--- src/design/awde_pkg.sv ---
// Shared constants, types and helpers of the adaptive-width delta encoder.
package awde_pkg;

    // Fixed geometry
    localparam int WORD_BITS       = 32;
    localparam int OFS_BITS        = $clog2(WORD_BITS);
    localparam int NUM_LEVELS      = 7;
    localparam int LEVEL_BITS      = 3;
    localparam int WIDTH_BITS      = 5;
    localparam int MAX_WORDS       = 4;
    localparam int CNT_BITS        = 3;
    localparam int SAMPLE_BITS_DEF = 16;

    localparam logic [LEVEL_BITS-1:0] START_LEVEL = 3'd2;
    localparam logic [LEVEL_BITS-1:0] TOP_LEVEL   = 3'd6;

    // Code width of every level
    typedef logic [NUM_LEVELS-1:0][WIDTH_BITS-1:0] t_widths;

    localparam t_widths WIDTH_RESET = {5'd31, 5'd16, 5'd11, 5'd6, 5'd3, 5'd2, 5'd1};

    // Sequencer to packer
    typedef struct packed {
        logic start;    // new sample begins, clear per-sample word count
        logic first;    // drop any unfinished packed bits
        logic shift;    // take bit_in this cycle
        logic bit_in;
        logic flush;    // zero padding of the last partial word
        logic finish;   // release the held word
        logic last;     // word stream ends with this sample
    } t_pack_cmd;

    // Packer to sequencer
    typedef struct packed {
        logic ack;       // command taken this cycle
        logic ofs_zero;  // no bits waiting in the partial word
    } t_pack_sts;

    // Width of a level; a zero register acts as width one
    function automatic logic [WIDTH_BITS-1:0] eff_width(input t_widths ws,
                                                        input logic [LEVEL_BITS-1:0] lvl);
        logic [WIDTH_BITS-1:0] w;
        w = ws[lvl];
        return (w == '0) ? WIDTH_BITS'(1) : w;
    endfunction

endpackage

--- src/design/awde_in_if.sv ---
// Sample input channel: valid/ready handshake with sample and framing flags.
interface awde_in_if #(
    parameter int SAMPLE_BITS = awde_pkg::SAMPLE_BITS_DEF
);
    logic                   valid;
    logic                   ready;
    logic [SAMPLE_BITS-1:0] sample;
    logic                   first_sample;
    logic                   last_sample;

    modport source (output valid, output sample, output first_sample,
                    output last_sample, input ready);
    modport sink   (input valid, input sample, input first_sample,
                    input last_sample, output ready);
endinterface

--- src/design/awde_out_if.sv ---
// Packed word output channel: valid/ready handshake with word and end flag.
interface awde_out_if;
    logic                           valid;
    logic                           ready;
    logic [awde_pkg::WORD_BITS-1:0] packed_word;
    logic                           final_word;

    modport source (output valid, output packed_word, output final_word, input ready);
    modport sink   (input valid, input packed_word, input final_word, output ready);
endinterface

--- src/design/awde_cfg_regs.sv ---
// Level width register bank with write decode and reset values.
module awde_cfg_regs (
    input  logic                                i_clk,
    input  logic                                i_rst_n,
    input  logic                                i_cfg_we,
    input  logic [awde_pkg::LEVEL_BITS-1:0]     i_cfg_idx,
    input  logic [awde_pkg::WIDTH_BITS-1:0]     i_cfg_data,
    output awde_pkg::t_widths                   o_widths
);

    awde_pkg::t_widths r_widths;

    // Indexes beyond the last level are ignored
    always_ff @(posedge i_clk) begin
        if (!i_rst_n) begin
            r_widths <= awde_pkg::WIDTH_RESET;
        end else begin
            for (int i = 0; i < awde_pkg::NUM_LEVELS; i++) begin
                if (i_cfg_we && (i_cfg_idx == awde_pkg::LEVEL_BITS'(i))) begin
                    r_widths[i] <= i_cfg_data;
                end
            end
        end
    end

    assign o_widths = r_widths;

endmodule

--- src/design/awde_packer.sv ---
// Bit-serial word packer: shift-in accumulator, held word and output register.
module awde_packer (
    input  logic                  i_clk,
    input  logic                  i_rst_n,
    input  awde_pkg::t_pack_cmd   i_cmd,
    output awde_pkg::t_pack_sts   o_sts,
    awde_out_if.source            o_out
);

    localparam int WB = awde_pkg::WORD_BITS;
    localparam int OB = awde_pkg::OFS_BITS;
    localparam int CB = awde_pkg::CNT_BITS;

    logic [WB-1:0] r_acc;
    logic [OB-1:0] r_ofs;
    logic [CB-1:0] r_cnt;
    logic [WB-1:0] r_pend;
    logic          r_pend_v;
    logic          r_flush_drop;
    logic [WB-1:0] r_out_word;
    logic          r_out_fin;
    logic          r_out_v;

    logic [WB-1:0] word;
    logic          out_free;
    logic          fill;
    logic          keep;
    logic          push_mid;
    logic          push_end;
    logic          stall;

    // Bits enter at the top, so the earliest bit ends up in bit 0
    assign word     = {i_cmd.bit_in, r_acc[WB-1:1]};
    assign out_free = !r_out_v || o_out.ready;
    assign fill     = i_cmd.shift && (r_ofs == '1);
    assign keep     = fill && (r_cnt < CB'(awde_pkg::MAX_WORDS));
    // A held word moves out once the next one fills or the sample ends
    assign push_mid = keep && r_pend_v;
    assign push_end = i_cmd.finish && r_pend_v;
    assign stall    = (push_mid || push_end) && !out_free;

    assign o_sts.ack      = !stall;
    assign o_sts.ofs_zero = (r_ofs == '0);

    // Accumulator, offset and held word
    always_ff @(posedge i_clk) begin
        if (!i_rst_n) begin
            r_ofs        <= '0;
            r_cnt        <= '0;
            r_pend_v     <= 1'b0;
            r_flush_drop <= 1'b0;
        end else begin
            if (i_cmd.start) begin
                r_cnt        <= '0;
                r_flush_drop <= 1'b0;
                if (i_cmd.first) begin
                    r_ofs <= '0;
                end
            end
            if (i_cmd.shift && !stall) begin
                r_acc <= word;
                r_ofs <= r_ofs + OB'(1);
                if (keep) begin
                    r_pend   <= word;
                    r_pend_v <= 1'b1;
                    r_cnt    <= r_cnt + CB'(1);
                end else if (fill && i_cmd.flush) begin
                    r_flush_drop <= 1'b1;
                end
            end
            if (i_cmd.finish && !stall) begin
                r_pend_v <= 1'b0;
            end
        end
    end

    // Output register
    always_ff @(posedge i_clk) begin
        if (!i_rst_n) begin
            r_out_v <= 1'b0;
        end else begin
            if (o_out.ready) begin
                r_out_v <= 1'b0;
            end
            if ((push_mid || push_end) && out_free) begin
                r_out_v    <= 1'b1;
                r_out_word <= r_pend;
                r_out_fin  <= push_end && i_cmd.last && !r_flush_drop;
            end
        end
    end

    assign o_out.valid       = r_out_v;
    assign o_out.packed_word = r_out_word;
    assign o_out.final_word  = r_out_fin;

    // Never more than the allowed words per sample
    a_cnt_bound: assert property (@(posedge i_clk) disable iff (!i_rst_n)
        r_cnt <= CB'(awde_pkg::MAX_WORDS))
        else $error("word count past limit");

    // A finished sample leaves no held word behind
    a_pend_clear: assert property (@(posedge i_clk) disable iff (!i_rst_n)
        (i_cmd.finish && !stall) |=> !r_pend_v)
        else $error("held word survived finish");

endmodule

--- src/design/adaptive_width_delta_encoder_unit.sv ---
// Top level of the adaptive-width delta encoder: sequencer and code serializer.
//
//  channel  dir  handshake            word contents
//  i_in     in   valid/ready          sample, first_sample, last_sample
//  o_out    out  valid/ready          packed_word, final_word
//  i_cfg    in   i_cfg_we (no stall)  i_cfg_idx selects level width, i_cfg_data
//
// A sample passes S_CALC, then for each code sent (escapes plus the delta)
// S_CHECK and S_CODE, which sends one bit per cycle while the packer
// acknowledges, taken from the delta shift register or the escape bit counter,
// then S_DONE. last_sample adds S_FLUSH to zero-pad a partial word. A new sample
// is taken only once the previous one is done. Output back-pressure stalls the
// serializer when a held word must move out (next word fills or sample ends)
// while the output register is still full. Reset is synchronous; no clearing pass.
module adaptive_width_delta_encoder_unit #(
    parameter int SAMPLE_BITS = awde_pkg::SAMPLE_BITS_DEF
) (
    input  logic                              i_clk,
    input  logic                              i_rst_n,
    input  logic                              i_cfg_we,
    input  logic [awde_pkg::LEVEL_BITS-1:0]   i_cfg_idx,
    input  logic [awde_pkg::WIDTH_BITS-1:0]   i_cfg_data,
    awde_in_if.sink                           i_in,
    awde_out_if.source                        o_out
);

    localparam int DW = SAMPLE_BITS + 1;
    localparam int LW = $clog2(SAMPLE_BITS + 1);
    localparam int WB = awde_pkg::WIDTH_BITS;
    localparam int VB = awde_pkg::LEVEL_BITS;

    typedef enum logic [5:0] {
        S_IDLE  = 6'b000001,
        S_CALC  = 6'b000010,
        S_CHECK = 6'b000100,
        S_CODE  = 6'b001000,
        S_FLUSH = 6'b010000,
        S_DONE  = 6'b100000
    } t_state;

    t_state                 r_state;
    logic [SAMPLE_BITS-1:0] r_sample;
    logic                   r_first;
    logic                   r_last;
    logic [SAMPLE_BITS-1:0] r_prev;
    logic [VB-1:0]          r_level;
    logic [DW-1:0]          r_dsh;
    logic [LW-1:0]          r_len;
    logic [WB-1:0]          r_w;
    logic                   r_esc;
    logic [WB-1:0]          r_bit;

    awde_pkg::t_widths      widths;
    awde_pkg::t_pack_cmd    pack_cmd;
    awde_pkg::t_pack_sts    pack_sts;

    logic [SAMPLE_BITS-1:0] prev_eff;
    logic [DW-1:0]          delta;
    logic [SAMPLE_BITS-1:0] mag;
    logic [LW-1:0]          len;
    logic [WB-1:0]          len_ext;
    logic [WB-1:0]          w_cur;
    logic [WB-1:0]          w_below;
    logic                   code_end;

    awde_cfg_regs u_cfg (
        .i_clk      (i_clk),
        .i_rst_n    (i_rst_n),
        .i_cfg_we   (i_cfg_we),
        .i_cfg_idx  (i_cfg_idx),
        .i_cfg_data (i_cfg_data),
        .o_widths   (widths)
    );

    awde_packer u_pack (
        .i_clk   (i_clk),
        .i_rst_n (i_rst_n),
        .i_cmd   (pack_cmd),
        .o_sts   (pack_sts),
        .o_out   (o_out)
    );

    // Delta, magnitude and its bit length
    assign prev_eff = r_first ? '0 : r_prev;
    assign delta    = {1'b0, r_sample} - {1'b0, prev_eff};
    assign mag      = delta[DW-1] ? SAMPLE_BITS'(-delta) : delta[SAMPLE_BITS-1:0];

    always_comb begin
        len = '0;
        for (int i = 0; i < SAMPLE_BITS; i++) begin
            if (mag[i]) begin
                len = LW'(i + 1);
            end
        end
    end

    // Level widths; a delta fits width w when its bit length is below w
    assign len_ext  = WB'(r_len);
    assign w_cur    = awde_pkg::eff_width(widths, r_level);
    assign w_below  = awde_pkg::eff_width(widths, r_level - VB'(1));
    assign code_end = (r_bit == r_w - WB'(1));

    // Packer commands
    always_comb begin
        pack_cmd.start  = (r_state == S_CALC);
        pack_cmd.first  = r_first;
        pack_cmd.shift  = (r_state == S_CODE) || ((r_state == S_FLUSH) && !pack_sts.ofs_zero);
        pack_cmd.bit_in = (r_state == S_CODE) && (r_esc ? code_end : r_dsh[0]);
        pack_cmd.flush  = (r_state == S_FLUSH);
        pack_cmd.finish = (r_state == S_DONE);
        pack_cmd.last   = r_last;
    end

    assign i_in.ready = (r_state == S_IDLE);

    // Sequencer
    always_ff @(posedge i_clk) begin
        if (!i_rst_n) begin
            r_state <= S_IDLE;
            r_level <= awde_pkg::START_LEVEL;
            r_prev  <= '0;
        end else begin
            case (r_state)
                S_IDLE: begin
                    if (i_in.valid) begin
                        r_sample <= i_in.sample;
                        r_first  <= i_in.first_sample;
                        r_last   <= i_in.last_sample;
                        r_state  <= S_CALC;
                    end
                end
                S_CALC: begin
                    r_prev <= r_sample;
                    r_dsh  <= delta;
                    r_len  <= len;
                    if (r_first) begin
                        r_level <= awde_pkg::START_LEVEL;
                    end
                    r_state <= S_CHECK;
                end
                S_CHECK: begin
                    // escape unless the delta fits or the level is the top one
                    r_w     <= w_cur;
                    r_esc   <= !(len_ext < w_cur) && (r_level != awde_pkg::TOP_LEVEL);
                    r_bit   <= '0;
                    r_state <= S_CODE;
                end
                S_CODE: begin
                    if (pack_sts.ack) begin
                        r_bit <= r_bit + WB'(1);
                        if (!r_esc) begin
                            r_dsh <= {r_dsh[DW-1], r_dsh[DW-1:1]};
                        end
                        if (code_end) begin
                            if (r_esc) begin
                                r_level <= r_level + VB'(1);
                                r_state <= S_CHECK;
                            end else begin
                                if ((r_level != '0) && (len_ext < w_below)) begin
                                    r_level <= r_level - VB'(1);
                                end
                                r_state <= r_last ? S_FLUSH : S_DONE;
                            end
                        end
                    end
                end
                S_FLUSH: begin
                    if (pack_sts.ofs_zero) begin
                        r_state <= S_DONE;
                    end
                end
                S_DONE: begin
                    if (pack_sts.ack) begin
                        r_state <= S_IDLE;
                    end
                end
                default: begin
                    r_state <= S_IDLE;
                end
            endcase
        end
    end

    a_level_max: assert property (@(posedge i_clk) disable iff (!i_rst_n)
        r_level <= awde_pkg::TOP_LEVEL)
        else $error("level past top");

    a_bit_range: assert property (@(posedge i_clk) disable iff (!i_rst_n)
        (r_state == S_CODE) |-> ((r_w != '0) && (r_bit < r_w)))
        else $error("code bit counter out of range");

    a_esc_climb: assert property (@(posedge i_clk) disable iff (!i_rst_n)
        ((r_state == S_CODE) && r_esc && code_end && pack_sts.ack)
            |=> (r_level == $past(r_level) + VB'(1)))
        else $error("escape did not raise level");

    a_top_no_esc: assert property (@(posedge i_clk) disable iff (!i_rst_n)
        ((r_state == S_CHECK) && (r_level == awde_pkg::TOP_LEVEL)) |=> !r_esc)
        else $error("escape at top level");

endmodule
--- src/flat_wrapper.sv ---
// flat-port wrapper written by rule: the top's interface ports become plain ports
module adaptive_width_delta_encoder_unit_flat 
#(
    parameter int SAMPLE_BITS = awde_pkg::SAMPLE_BITS_DEF
)
  (i_clk, i_rst_n, i_cfg_we, i_cfg_idx, i_cfg_data, i_in_valid, i_in_sample, i_in_first_sample, i_in_last_sample, i_in_ready, o_out_valid, o_out_packed_word, o_out_final_word, o_out_ready);
  awde_in_if #(.SAMPLE_BITS(SAMPLE_BITS)) i_in_i ();
  awde_out_if o_out_i ();
  input  logic i_clk;
  input  logic i_rst_n;
  input  logic i_cfg_we;
  input  logic [awde_pkg::LEVEL_BITS-1:0] i_cfg_idx;
  input  logic [awde_pkg::WIDTH_BITS-1:0] i_cfg_data;
  input wire logic [$bits(i_in_i.valid)-1:0] i_in_valid;
  input wire logic [$bits(i_in_i.sample)-1:0] i_in_sample;
  input wire logic [$bits(i_in_i.first_sample)-1:0] i_in_first_sample;
  input wire logic [$bits(i_in_i.last_sample)-1:0] i_in_last_sample;
  output wire logic [$bits(i_in_i.ready)-1:0] i_in_ready;
  output wire logic [$bits(o_out_i.valid)-1:0] o_out_valid;
  output wire logic [$bits(o_out_i.packed_word)-1:0] o_out_packed_word;
  output wire logic [$bits(o_out_i.final_word)-1:0] o_out_final_word;
  input wire logic [$bits(o_out_i.ready)-1:0] o_out_ready;
  assign i_in_i.valid = i_in_valid;
  assign i_in_i.sample = i_in_sample;
  assign i_in_i.first_sample = i_in_first_sample;
  assign i_in_i.last_sample = i_in_last_sample;
  assign i_in_ready = i_in_i.ready;
  assign o_out_valid = o_out_i.valid;
  assign o_out_packed_word = o_out_i.packed_word;
  assign o_out_final_word = o_out_i.final_word;
  assign o_out_i.ready = o_out_ready;
  adaptive_width_delta_encoder_unit #(.SAMPLE_BITS(SAMPLE_BITS)) u_core (.i_clk(i_clk), .i_rst_n(i_rst_n), .i_cfg_we(i_cfg_we), .i_cfg_idx(i_cfg_idx), .i_cfg_data(i_cfg_data), .i_in(i_in_i), .o_out(o_out_i));
endmodule
--- config.mk ---
export PLATFORM = sky130hd
export DESIGN_NAME = adaptive_width_delta_encoder_unit_flat
export DESIGN_NICKNAME = d
export VERILOG_FILES = /design/src/design/awde_pkg.sv /design/src/design/awde_in_if.sv /design/src/design/awde_out_if.sv /design/src/design/awde_cfg_regs.sv /design/src/design/awde_packer.sv /design/src/design/adaptive_width_delta_encoder_unit.sv /design/src/flat_wrapper.sv
export SDC_FILE = /design/constraint.sdc
export NUM_CORES = 1
export LEC_CHECK = 0
export BUFFER_PORTS_ARGS = -buffer_cell sky130_fd_sc_hd__buf_2
export CORE_ASPECT_RATIO = 1.1
export CORE_MARGIN = 1.5
export CORE_UTILIZATION = 40
export CTS_BUF_LIST = sky130_fd_sc_hd__clkbuf_8 sky130_fd_sc_hd__clkbuf_16
export CTS_CLUSTER_DIAMETER = 60
export DETAILED_ROUTE_END_ITERATION = 10
export PLACE_DENSITY_LB_ADDON = 0.3
export SETUP_SLACK_MARGIN = 0.05
export SKIP_LAST_GASP = 1
export SYNTH_ARGS = -nofsm -noshare
export SYNTH_HDL_FRONTEND = slang
export SYNTH_SLANG_ARGS = --single-unit
--- constraint.sdc ---
create_clock -name i_clk -period 4.3 [get_ports i_clk]
set_input_delay 0.645 -clock i_clk [delete_from_list [all_inputs] [get_ports i_clk]]
set_output_delay 0.645 -clock i_clk [all_outputs]
set_load 0.02 [all_outputs]
== After elaboration in Yosys (flattened, before gate mapping) ==
Cells that the tools add are included.

* Flip-flop bits (word level): 219
* Input port bits: 31
* Output and inout bits: 35
* Logic and storage cells: 176

* Add/sub/neg operators: 8
* Magnitude comparators: 5
* Equal/unequal tests: 23
* Muxes and demuxes: 55
* Bitwise operators: 2
* Reduce and logical (&&, ||, !) cells: 55

{| class="wikitable"
|+ Operator list
! operator !! number
|-
| $mux 16 || 3
|-
| $mux 6 || 7
|-
| $mux 5 || 8
|-
| $mux 3 || 12
|-
| $pmux 6 s6 || 1
|-
| $pmux 17 s2 || 1
|-
| $mux 4 || 8
|-
| $bmux 5 s3 || 2
|-
| $logic_and 1x1->1 || 22
|-
| $mux 17 || 1
|-
| $sub 16x16->17 || 1
|-
| $neg 16->16 || 1
|-
| $logic_not 5->1 || 3
|-
| $reduce_and 2->1 || 6
|-
| $reduce_and 3->1 || 4
|-
| $add 5x1->5 const B || 2
|-
| $lt 5x5->1 || 2
|-
| $pmux 5 s2 || 1
|-
| $reduce_and 5->1 || 2
|-
| $reduce_bool 2->1 || 5
|-
| $eq 3x3->1 const B || 3
|-
| $lt 3x4->1 const B || 2
|-
| $mux 1 || 8
|-
| $ne 2x2->1 const B || 4
|-
| other kinds (26) || 39
|}

== Logic depth before layout (Yosys ltp) ==
Gate-level depths: netlist (run 1).

* Depth in word-level cells: 19
* Depth in mapped cells: 17
* Mapped depth without buffers: 14

== Hierarchy ==
Synthesis (run 1) repeated with hierarchy kept, for this count alone.

* Cell total of the unflattened synthesis: 955
* Area, all modules: 10812.9 um^2

{| class="wikitable"
|+ Modules (own cells, without submodules)
! module !! times used !! cells each !! area an instance (um^2) !! seq. area each (um^2)
|-
| adaptive_width_delta_encoder_unit || 1 || 653 || 5905.7 || 2031.9
|-
| awde_packer || 1 || 168 || 3512.1 || 3103.0
|-
| awde_cfg_regs || 1 || 134 || 1395.1 || 700.7
|}

== Worst setup path after synthesis (run 1) ==
OpenSTA, ideal clock, no wires.

* Kind: flip-flop to flip-flop
* Start point: register u_core.r_state[3]
* End point: register u_core.u_pack.r_out_fin (netlist: u_core.u_pack.o_out.final_word) (enable)
* Library setup time: 0.464 ns
* Data arrival time: 3.640 ns
* Data required time: 3.836 ns
* Slack: 0.196 ns
* Cell stages (with the launch flop): 7
* Buffers on the path: 1
* Period minus slack after synthesis: 4.104 ns
* Path through: dfxtp_1 > clkbuf_1 > nor4_1 > and4bb_2 > o211a_1 > o21ai_0 > nor3_1

* Cells in the longest elaborated chain, start to end: 9
* Elaborated cells between the ends (all ways): 12
* Those cells by class: eq/ne: 3; reduce/logical: 9

{| class="wikitable"
|+ RTL lines
! what !! line !! text
|-
| start, declared || adaptive_width_delta_encoder_unit.sv:41 || <nowiki>t_state r_state;</nowiki>
|-
| start signal, assigned || adaptive_width_delta_encoder_unit.sv:162 || <nowiki>r_state <= r_last ? S_FLUSH : S_DONE;</nowiki>
|-
| $eq 6x5->1 || adaptive_width_delta_encoder_unit.sv:107 || <nowiki>pack_cmd.shift = (r_state == S_CODE) || ((r_state == S_FLUSH) && !pack_sts.ofs_zero);</nowiki>
|-
| $logic_and 1x1->1 || adaptive_width_delta_encoder_unit.sv:107 ||
|-
| $logic_or 1x1->1 || adaptive_width_delta_encoder_unit.sv:107 ||
|-
| $logic_and 1x1->1 || awde_packer.sv:35 || <nowiki>assign fill = i_cmd.shift && (r_ofs == '1);</nowiki>
|-
| $logic_and 1x1->1 || awde_packer.sv:36 || <nowiki>assign keep = fill && (r_cnt < CB'(awde_pkg::MAX_WORDS));</nowiki>
|-
| $logic_and 1x1->1 || awde_packer.sv:38 || <nowiki>assign push_mid = keep && r_pend_v;</nowiki>
|-
| $logic_or 1x1->1 * || awde_packer.sv:85 || <nowiki>if ((push_mid || push_end) && out_free) begin</nowiki>
|-
| $logic_and 1x1->1 * || awde_packer.sv:85 ||
|-
| $reduce_and 2->1 (no line) * || - ||
|-
| end signal, assigned || awde_packer.sv:88 || <nowiki>r_out_fin <= push_end && i_cmd.last && !r_flush_drop;</nowiki>
|-
| end, declared || awde_packer.sv:21 || <nowiki>logic r_out_fin;</nowiki>
|}

Every way passes the cells marked *; elsewhere a longest branch is shown, timed or not.
A chain may end at the register's enable or synchronous reset.

== Worst setup path in the final report (run 1) ==
* Start point: register u_core.r_first
* End point: register u_core.r_len[3] (netlist: u_core.len_ext[3]) (data pin)

* Cells in the longest elaborated chain, start to end: 12

{| class="wikitable"
|+ RTL lines
! what !! line !! text
|-
| start, declared || adaptive_width_delta_encoder_unit.sv:43 || <nowiki>logic r_first;</nowiki>
|-
| start signal, assigned || adaptive_width_delta_encoder_unit.sv:127 || <nowiki>r_first <= i_in.first_sample;</nowiki>
|-
| $mux 16 * || adaptive_width_delta_encoder_unit.sv:84 || <nowiki>assign prev_eff = r_first ? '0 : r_prev;</nowiki>
|-
| $sub 16x16->17 * || adaptive_width_delta_encoder_unit.sv:85 || <nowiki>assign delta = {1'b0, r_sample} - {1'b0, prev_eff};</nowiki>
|-
| $neg 16->16 || adaptive_width_delta_encoder_unit.sv:86 || <nowiki>assign mag = delta[DW-1] ? SAMPLE_BITS'(-delta) : delta[SAMPLE_BITS-1:0];</nowiki>
|-
| $mux 16 * || adaptive_width_delta_encoder_unit.sv:86 ||
|-
| $mux 4 (8 in a row) || adaptive_width_delta_encoder_unit.sv:91 || <nowiki>if (mag[i]) begin</nowiki>
|-
| end signal, assigned || adaptive_width_delta_encoder_unit.sv:135 || <nowiki>r_len <= len;</nowiki>
|-
| end, declared || adaptive_width_delta_encoder_unit.sv:48 || <nowiki>logic [LW-1:0] r_len;</nowiki>
|}

Marks and branches as above.

==> results of run 1 <==
cell usage in the layout (no fill, tap or decap), drive strengths merged, types with 4 or more instances in the layout:
master,instances
a211o,4
a211oi,5
a21boi,5
a21o,8
a21oi,62
a31oi,7
and3,10
and3b,5
buf,81
bufinv,6
clkbuf,25
clkinv,9
dfxtp,71
edfxtp,147
ha,36
inv,29
mux2,9
mux2i,45
mux4,10
nand2,110
nand2b,22
nand3,16
nand3b,8
nand4,5
nor2,77
nor2b,5
nor3,15
nor3b,4
nor4,6
o211ai,5
o21a,6
o21ai,45
xnor2,21
xor2,19
per-layer routing:
metal	GRT usage, %	vias to the layer above
met5	0	-
met4	4.68	0
met3	2.42	23
met2	24.6	147
met1	20.5	3241
li1	-	3420
registers in the layout, indices dropped and copies added (netlist names), 3 cells and up:
name                             count
u_core.u_cfg.o_widths               35
u_core.u_pack.o_out.packed_word     32
u_core.u_pack.r_pend                32
u_core.u_pack.r_acc                 31
u_core.r_dsh                        17
u_core.r_prev                       16
u_core.r_sample                     16
u_core.r_state                       6
u_core.len_ext                       5
u_core.r_bit                         5
u_core.r_w                           5
u_core.u_pack.r_ofs                  5
u_core.r_level                       3
u_core.u_pack.r_cnt                  3
power breakdown:
part           switching, mW  internal (mW)  total (mW)
clock                  0.858           1.44        2.30
combinational          0.233          0.148       0.381
sequential            0.0178           2.25        2.27
total                   1.11           3.84        4.95
cells by family (layout without fill, tap and decap cells):
| group | Yosys count | count (layout) | synth area share, % |
|---|---|---|---|
| flops | 218 | 218 | 56.5 |
| mux | 64 | 64 | 7.52 |
| buf+inv | 56 | 150 | 2.08 |
| compound gates | 177 | 177 | 11.3 |
| xor+xnor | 40 | 40 | 3.61 |
| fa+ha+maj | 37 | 37 | 4.55 |
| simple gates | 300 | 300 | 14.5 |
path summary, 6_finish.rpt:
kind / from / end / slack, ns / cells past startpoint
worst max-delay path: u_core.r_first / u_core.len_ext[3] / 0.38 / 14
worst min-delay path: i_in_last_sample / u_core.r_last / 0.30 / 1
worst max register to register: u_core.r_first / u_core.len_ext[3] / 0.38 / 14
worst min register to register: u_core.u_pack.r_pend[8] / u_core.u_pack.o_out.packed_word[8] / 0.41 / 0
layout make-up:
cell class | instances | area [sq um]
fillers | 2375 | 13300
flip-flops and latches | 218 | 5840
multi-input cells | 618 | 4290
clock buffers | 25 | 626
repair buffers | 81 | 445
well taps | 346 | 433
clock inverters | 21 | 282
inverters | 23 | 86.3
per-stage QoR:
stage                     hold WS, ns  util [%]  instances  total power [mW]
final                           0.296      47.4       1332              4.95
after global routing            0.273      47.4       1332              5.14
after CTS                       0.274      47.4       1332              5.02
after detailed placement        0.405      43.8       1286              2.70
after global placement          0.404      43.8       1286              2.69
after floorplan                 0.400         -        892              2.60
what timing repair did:
| action | 4_1_cts | 5_1_grt |
|---|---|---|
| hold endpoints to repair | 0 | 0 |
| hold buffers | 0 | 0 |
| buffers inserted | 0 | 0 |
| resized for setup | 0 | 1 |
| endpoints found under the setup margin | 0 | 1 |
==> impl_metrics.py, run 1 <==
metrics = {
    "status": {
        "outcome": "finished, final reports clean",
    },
    "timing": {
        "max_freq_ghz": 0.255,
        "slew_headroom_pct": 25.9,
        "worst_slack_ns": 0.377,
        "period_share_pct": 91.2,
        "period_minus_slack_ns": 3.92,
        "finClkSkew_ns": 0.0217,
        "slew_viol_final": 0,
        "tightest_slew_ns": 1.10,
        "hold_violations": 0,
        "rsz0062_at_grt": "no",
        "setup_viol": 0,
        "tns_ns": 0,
    },
    "placement": {
        "dp_hpwl_um": 13400,
        "post_dp_cell_area_sq_um": 11100,
        "dp_slack_ns": 0.372,
        "port_buffers": 65,
        "gp_congestion": 0.816,
    },
    "critical_path": {
        "cp.required_ns": 4.55,
        "crit_fanout": 5,
        "path_cells": "nor2b_1 > ha_1 > inv_1 > fa_1 > a211oi_2 > o211ai_2 > a31oi_2 > xor2_1 > inv_1 > nor4b_4 > a21oi_1 > o21ai_1 > a21o_1 > a31oi_1",
        "crit_arrival_ns": 4.18,
        "crit_slowest_cell": "fa_1",
        "critPathLaunchType": "register",
        "cp_common_cell": "inv_1",
        "crit_type": "register to register",
        "cpLargestDelayFamily": "compound AO/OA/AOI/OAI gates",
        "crit_buf_inv": 2,
        "slowest_delay_ns": 0.43,
        "end_kind": "register",
    },
    "cells_and_area": {
        "layout-drive-gt1-share_pct": 17.4,
        "finalInstanceArea_sq_um": 12000,
        "diodes": 0,
        "area_growth_pct": 16.1,
        "nets": 1035,
    },
    "synth": {
        "async_flop_share_pct": 0,
        "synthTopCellsByCount": "edfxtp_1 (147), nand2_1 (110), nor2_1 (74)",
        "ys_ff_latch": 218,
        "syn_nets": 960,
        "avgSynthCellArea_sq_um": 11.6,
        "ys_types": 80,
        "synthCells": 892,
        "yosys-top-cells-area": "edfxtp_1 (43%), dfxtp_1 (14%), ha_1 (4.4%), mux2i_1 (4.4%), nand2_1 (4.0%)",
        "synth_edf_count": 147,
        "synth_area_sq_um": 10300,
        "synth_seq_area_share_pct": 56.5,
        "synthFlopType": "edfxtp_1",
        "synth.most_common_cell": "edfxtp_1",
        "synth_top_area_share_pct": 42.7,
        "synth_top_area_cell": "edfxtp_1",
        "synth_warnings": 0,
    },
    "die": {
        "coreArea_sq_um": 25300,
        "start_util_pct": 40.8,
        "rows": 61,
        "die_w_um": 156,
        "ios": 66,
        "die_h_um": 172,
        "dieArea_sq_um": 26800,
    },
    "grt": {
        "grt_overflow_total": 0,
        "grt_max_degree": 33,
        "grt_pass1_wl_um": 32700,
        "grt_usage_pct": 15.0,
        "grt_pass1_vias": 6582,
        "antenna_found_initial": 0,
    },
    "detailed_routing": {
        "wl_per_cell_um": 14.7,
        "drc": 0,
        "ant_nets": 0,
        "vias_per_cell": 5.13,
        "wl_met3_um": 887,
        "drt-total-wl_um": 19500,
        "wl_met2_um": 9050,
        "vias": 6831,
        "drt_iter0_markers": 349,
        "routed.top_layer": "met4",
        "first_pass_iters": 5,
        "wl_met1_um": 9270,
    },
    "cts": {
        "clk_path_buf_depth": 3,
        "h-tree-depth": 1,
        "clk_latency_ns": 0.53,
        "cts.sinks": 218,
        "cts_tree": "built",
        "clkTransAtPathRegs_ns": 0.06,
        "clockRootBuffer": "clkbuf_16",
        "cts_buffers": 25,
    },
    "hold_path": {
        "hold_class": "input port to register",
    },
    "power_and_ir_drop": {
        "cellLeakagePower_nw": 4.40,
        "powerDensity_nw_per_um2": 412,
        "peakVddDrop_v": 0.000307,
    },
    "flow_run": {
        "cap_violations": 0,
    },
}
Note: power is estimated with default switching activity, not from simulation.
==> run 2, diff against run 1 <==
RECOVER_POWER = 50   (was not set)
==> impl_metrics.py, run 2 (synthesis results as in run 1) <==
metrics = {
    "timing": {
        "period_minus_slack_ns": 3.92,
        "slew_headroom_pct": 5.44,
        "max_freq_ghz": 0.255,
        "setup_viol": 0,
        "slew_viol_final": 0,
        "rsz0062_at_grt": "no",
        "period_share_pct": 91.2,
        "finClkSkew_ns": 0.0224,
        "hold_violations": 0,
        "tns_ns": 0,
        "worst_slack_ns": 0.377,
        "tightest_slew_ns": 1.42,
    },
    "placement": {
        "port_buffers": 65,
        "dp_slack_ns": 0.372,
        "dp_hpwl_um": 13400,
        "gp_congestion": 0.816,
    },
    "critical_path": {
        "cp.required_ns": 4.55,
        "cpLargestDelayFamily": "compound AO/OA/AOI/OAI gates",
        "crit_slowest_cell": "fa_1",
        "crit_type": "register to register",
        "slowest_delay_ns": 0.43,
        "path_cells": "nor2b_1 > ha_1 > inv_1 > fa_1 > a211oi_2 > o211ai_2 > a31oi_2 > xor2_1 > inv_1 > nor4b_4 > a21oi_1 > o21ai_1 > a21o_1 > a31oi_1",
        "critPathLaunchType": "register",
        "crit_fanout": 5,
        "r2r_slack_ns": 0.38,
        "crit_arrival_ns": 4.18,
        "cp_common_cell": "inv_1",
        "end_kind": "register",
        "crit_buf_inv": 2,
    },
    "cells_and_area": {
        "layout_commonest_cell": "edfxtp_1",
        "layout_common_cells": "edfxtp_1 (147), nand2_1 (109), nor2_1 (73), dfxtp_1 (71), a21oi_1 (58)",
        "area_growth_pct": 15.5,
        "largest_reg_flops": 35,
        "diodes": 0,
        "layout-drive-gt1-share_pct": 13.4,
        "fillCellCount": 2398,
        "nets": 1035,
    },
    "detailed_routing": {
        "drt_iter0_markers": 341,
        "vias": 6832,
        "wl_per_cell_um": 14.7,
        "drt-total-wl_um": 19600,
        "vias_per_cell": 5.13,
        "ant_nets": 0,
        "first_pass_iters": 5,
        "drc": 0,
    },
    "grt": {
        "grt_usage_pct": 15.0,
        "grt_pass1_wl_um": 32700,
        "antenna_found_initial": 0,
        "grt_pass1_vias": 6582,
        "grt_overflow_total": 0,
        "grt_max_degree": 33,
    },
    "die": {
        "die_w_um": 156,
        "coreArea_sq_um": 25300,
        "ios": 66,
        "dieArea_sq_um": 26800,
        "die_h_um": 172,
        "rows": 61,
        "start_util_pct": 40.8,
    },
    "cts": {
        "cts_tree": "built",
        "ctsHoldBuffers": 0,
        "clk_path_buf_depth": 3,
        "cts_setup_buffers": 0,
        "cts_resized": 0,
        "clockRootBuffer": "clkbuf_16",
        "cts_buffers": 25,
        "cts.sinks": 218,
        "h-tree-depth": 1,
        "clk_latency_ns": 0.53,
        "clkTransAtPathRegs_ns": 0.06,
    },
    "power_and_ir_drop": {
        "cellLeakagePower_nw": 4.28,
        "powerDensity_nw_per_um2": 414,
        "power_mw": 4.95,
        "peakVddDrop_v": 0.000307,
    },
    "flow_run": {
        "cap_violations": 0,
    },
    "hold_path": {
        "hold_class": "input port to register",
    },
    "status": {
        "outcome": "finished, final reports clean",
    },
}
-- run 2: cell count changes in the layout (fill, tap and decap cells not counted), sizes merged --
| cell | delta |
|---|---|
| clkbuf | +40 |
| buf | -40 |
-- run 2: metal layers --
metal  track usage, %  up-vias  part of all wire [%]
li1                 -     3419                     -
met1             20.5     3244                    47
met2             24.6      146                    46
met3             2.42       23                   4.7
met4             4.68        0                   1.6
met5                0        -                     0
-- run 2: cell type report --
cell class                      instances  area (sq um)  share of cell area (%)
Sequential cell                       218          5840                    48.9
Multi-Input combinational cell        618          4290                    36.0
Clock buffer                           25           626                    5.24
Tap cell                              346           433                    3.63
Timing Repair Buffer                   81           385                    3.23
Clock inverter                         21           282                    2.36
Inverter                               23          86.3                   0.723
-- run 2: final timing paths --
check	endpoint	from	depth (start not counted)
min	u_core.r_last	i_in_last_sample	1
min reg2reg	u_core.u_pack.o_out.packed_word[8]	u_core.u_pack.r_pend[8]	0
max	u_core.len_ext[3]	u_core.r_first	14
max reg2reg	u_core.len_ext[3]	u_core.r_first	14
-- run 2: worst reg2reg max path, delay by kind of cell (launching register included) --
family,cells,cell delay (ns)
DFF,1,0.40
adders and majority gates,2,0.61
buffers and inverters,2,0.22
AOI/OAI and AO/OA,7,1.39
xor gates and xnor gates,1,0.41
and+or+nand+nor,2,0.59
-- run 2: where the power goes --
| group | internal [mW] | switching [mW] | leakage (nW) |
|---|---|---|---|
| clock network | 1.44 | 0.859 | 0.453 |
| registers | 2.25 | 0.0178 | 1.91 |
| logic | 0.147 | 0.233 | 1.92 |
| total | 3.84 | 1.11 | 4.28 |
-- run 2: stage by stage --
stage	hold slack, ns	area (sq um)	util [%]	std cells
final	0.296	11900	47.1	1332
after global routing	0.273	11900	47.1	1332
after CTS	0.274	12000	47.4	1332
after detailed placement	0.405	11100	43.8	1286
after global placement	0.404	11100	43.8	1286
after floorplan	0.400	10300	-	892
==> run 3, diff against run 2 <==
ABC_AREA = 1   (was not set)
==> impl_metrics.py, run 3 <==
metrics = {
    "detailed_routing": {
        "vias": 7335,
        "drt_iter0_markers": 477,
        "drt-total-wl_um": 20400,
        "wl_per_cell_um": 13.8,
        "first_pass_iters": 5,
        "ant_nets": 0,
        "vias_per_cell": 4.97,
        "drc": 0,
    },
    "cts": {
        "cts_setup_buffers": 0,
        "cts_buffers": 25,
        "ctsHoldBuffers": 0,
        "cts.sinks": 218,
        "cts_resized": 0,
        "h-tree-depth": 1,
        "cts_tree": "built",
        "clk_path_buf_depth": 3,
        "clockRootBuffer": "clkbuf_16",
        "clk_latency_ns": 0.53,
        "clkTransAtPathRegs_ns": 0.06,
    },
    "timing": {
        "hold_violations": 0,
        "slew_viol_final": 0,
        "slew_headroom_pct": 11.6,
        "rsz0062_at_grt": "no",
        "hold_slack_ns": 0.282,
        "tns_ns": 0,
        "tightest_slew_ns": 1.33,
        "finClkSkew_ns": 0.0293,
        "max_freq_ghz": 0.274,
        "period_share_pct": 85.0,
        "period_minus_slack_ns": 3.65,
        "setup_viol": 0,
    },
    "grt": {
        "grt_pass1_vias": 7070,
        "antenna_found_initial": 0,
        "grt_overflow_total": 0,
        "grt_max_degree": 42,
        "grt_pass1_wl_um": 33900,
        "grt_usage_pct": 15.8,
    },
    "critical_path": {
        "slowest_delay_ns": 0.47,
        "cp_common_cell": "nand2_1",
        "crit_type": "register to register",
        "crit_fanout": 19,
        "critPathLaunchType": "register",
        "cp.required_ns": 4.56,
        "end_kind": "register",
        "crit_arrival_ns": 3.92,
        "crit_slowest_cell": "fa_1",
        "r2r_slack_ns": 0.65,
    },
    "die": {
        "die_w_um": 155,
        "coreArea_sq_um": 24700,
        "rows": 60,
        "dieArea_sq_um": 26300,
        "die_h_um": 170,
        "ios": 66,
        "start_util_pct": 41.0,
    },
    "synth": {
        "synth.most_common_cell": "nand2_1",
        "synth_seq_area_share_pct": 57.6,
        "synth_area_sq_um": 10100,
        "synthCells": 1069,
        "async_flop_share_pct": 0,
        "yosys-top-cells-area": "edfxtp_1 (44%), dfxtp_1 (14%), nand2_1 (8.7%), nor2_1 (4.5%), ha_1 (4.4%)",
        "synthTopCellsByCount": "nand2_1 (235), edfxtp_1 (147), nor2_1 (121)",
        "synth_warnings": 0,
        "synth_top_area_share_pct": 43.6,
        "avgSynthCellArea_sq_um": 9.47,
        "synth_edf_count": 147,
        "syn_nets": 1137,
        "synth_top_area_cell": "edfxtp_1",
        "ys_ff_latch": 218,
        "synthFlopType": "edfxtp_1",
        "ys_types": 54,
    },
    "cells_and_area": {
        "largest_reg_flops": 35,
        "layout_common_cells": "nand2_1 (235), edfxtp_1 (147), nor2_1 (121), inv_1 (103), o21ai_0 (89)",
        "finalInstanceArea_sq_um": 11700,
        "multiInputGateArea_sq_um": 3750,
        "layout_commonest_cell": "nand2_1",
        "layout-drive-gt1-share_pct": 11.1,
        "diodes": 0,
        "fillCellCount": 2276,
        "seq_area_sq_um": 5840,
        "utilization_pct": 47.3,
        "nets": 1215,
        "area_growth_pct": 15.3,
    },
    "power_and_ir_drop": {
        "peakVddDrop_v": 0.000354,
        "power_mw": 6.51,
        "powerDensity_nw_per_um2": 558,
        "cellLeakagePower_nw": 4.61,
    },
    "hold_path": {
        "hold_class": "input port to register",
    },
    "placement": {
        "post_dp_cell_area_sq_um": 10800,
        "port_buffers": 65,
        "gp_congestion": 0.870,
        "dp_hpwl_um": 14300,
    },
    "flow_run": {
        "cap_violations": 0,
    },
    "status": {
        "outcome": "finished, final reports clean",
    },
}
## run 3: cell count changes in the layout (fill, tap and decap cells not counted), sizes merged, moves of 10 or more
cell / delta
a21oi: -11
mux2i: -45
o21ai: +47
nand2: +137
nor2: +50
xnor2: -11
nand3: +40
mux4: -10
inv: +87
nand2b: -22
## run 3: area by class of cell
type | count | share of cell area [%]
tap | 310 | 3.32
sequential | 218 | 50.0
inverter | 116 | 3.73
clock inverter | 20 | 2.05
timing repair buffer | 78 | 3.27
clock buffer | 26 | 5.48
multi-input combinational | 708 | 32.2
## run 3: final timing paths
check,start,endpoint,cells past startpoint
worst max-delay path,u_core.r_first,u_core.len_ext[0],25
worst min register to register,u_core.u_pack.r_pend[3],u_core.u_pack.o_out.packed_word[3],0
worst max register to register,u_core.r_first,u_core.len_ext[0],25
worst min-delay path,i_in_sample[3],u_core.r_sample[3],1
## run 3: critical path: cells and delay by family, from the launching register on
| kind | cells | cell delay (ns) |
|---|---|---|
| AOI/OAI and AO/OA | 1 | 0.06 |
| adders and majority gates | 1 | 0.47 |
| buffers and inverters | 3 | 0.74 |
| DFF | 1 | 0.46 |
| and+or+nand+nor | 20 | 1.66 |
## run 3: per-layer routing
metal	up-vias	routed length, um	track usage (%)
li1	3764	-	-
met1	3417	9530	20.6
met2	122	9800	27.6
met3	32	654	2.14
met4	0	401	4.56
met5	-	0	0
## run 3: where the power goes
group          switching (mW)  total, mW  internal [mW]  leakage (nW)
clock                   0.866       2.21           1.34         0.435
sequential             0.0752       2.48           2.40          1.91
combinational            1.22       1.83          0.606          2.26
total                    2.16       6.51           4.35          4.61
## run 3: logic make-up after synthesis
family                   synth area share [%]
AND/OR/NAND/NOR                          19.7
flip-flops                               57.6
AO/OA/AOI/OAI                            10.1
buffers and inverters                    5.39
adder cells (fa/ha/maj)                  4.65
XOR/XNOR                                 2.55
## run 3: through the flow
| stage | cells | setup slack (ns) |
|---|---|---|
| 5_1_grt | 1476 | 0.216 |
| 4_1_cts | 1476 | 0.619 |
| 2_1_floorplan | 1069 | 0.178 |
| 6_report | 1476 | 0.645 |
| 3_3_place_gp | 1430 | 0.802 |
| 3_5_place_dp | 1430 | 0.654 |
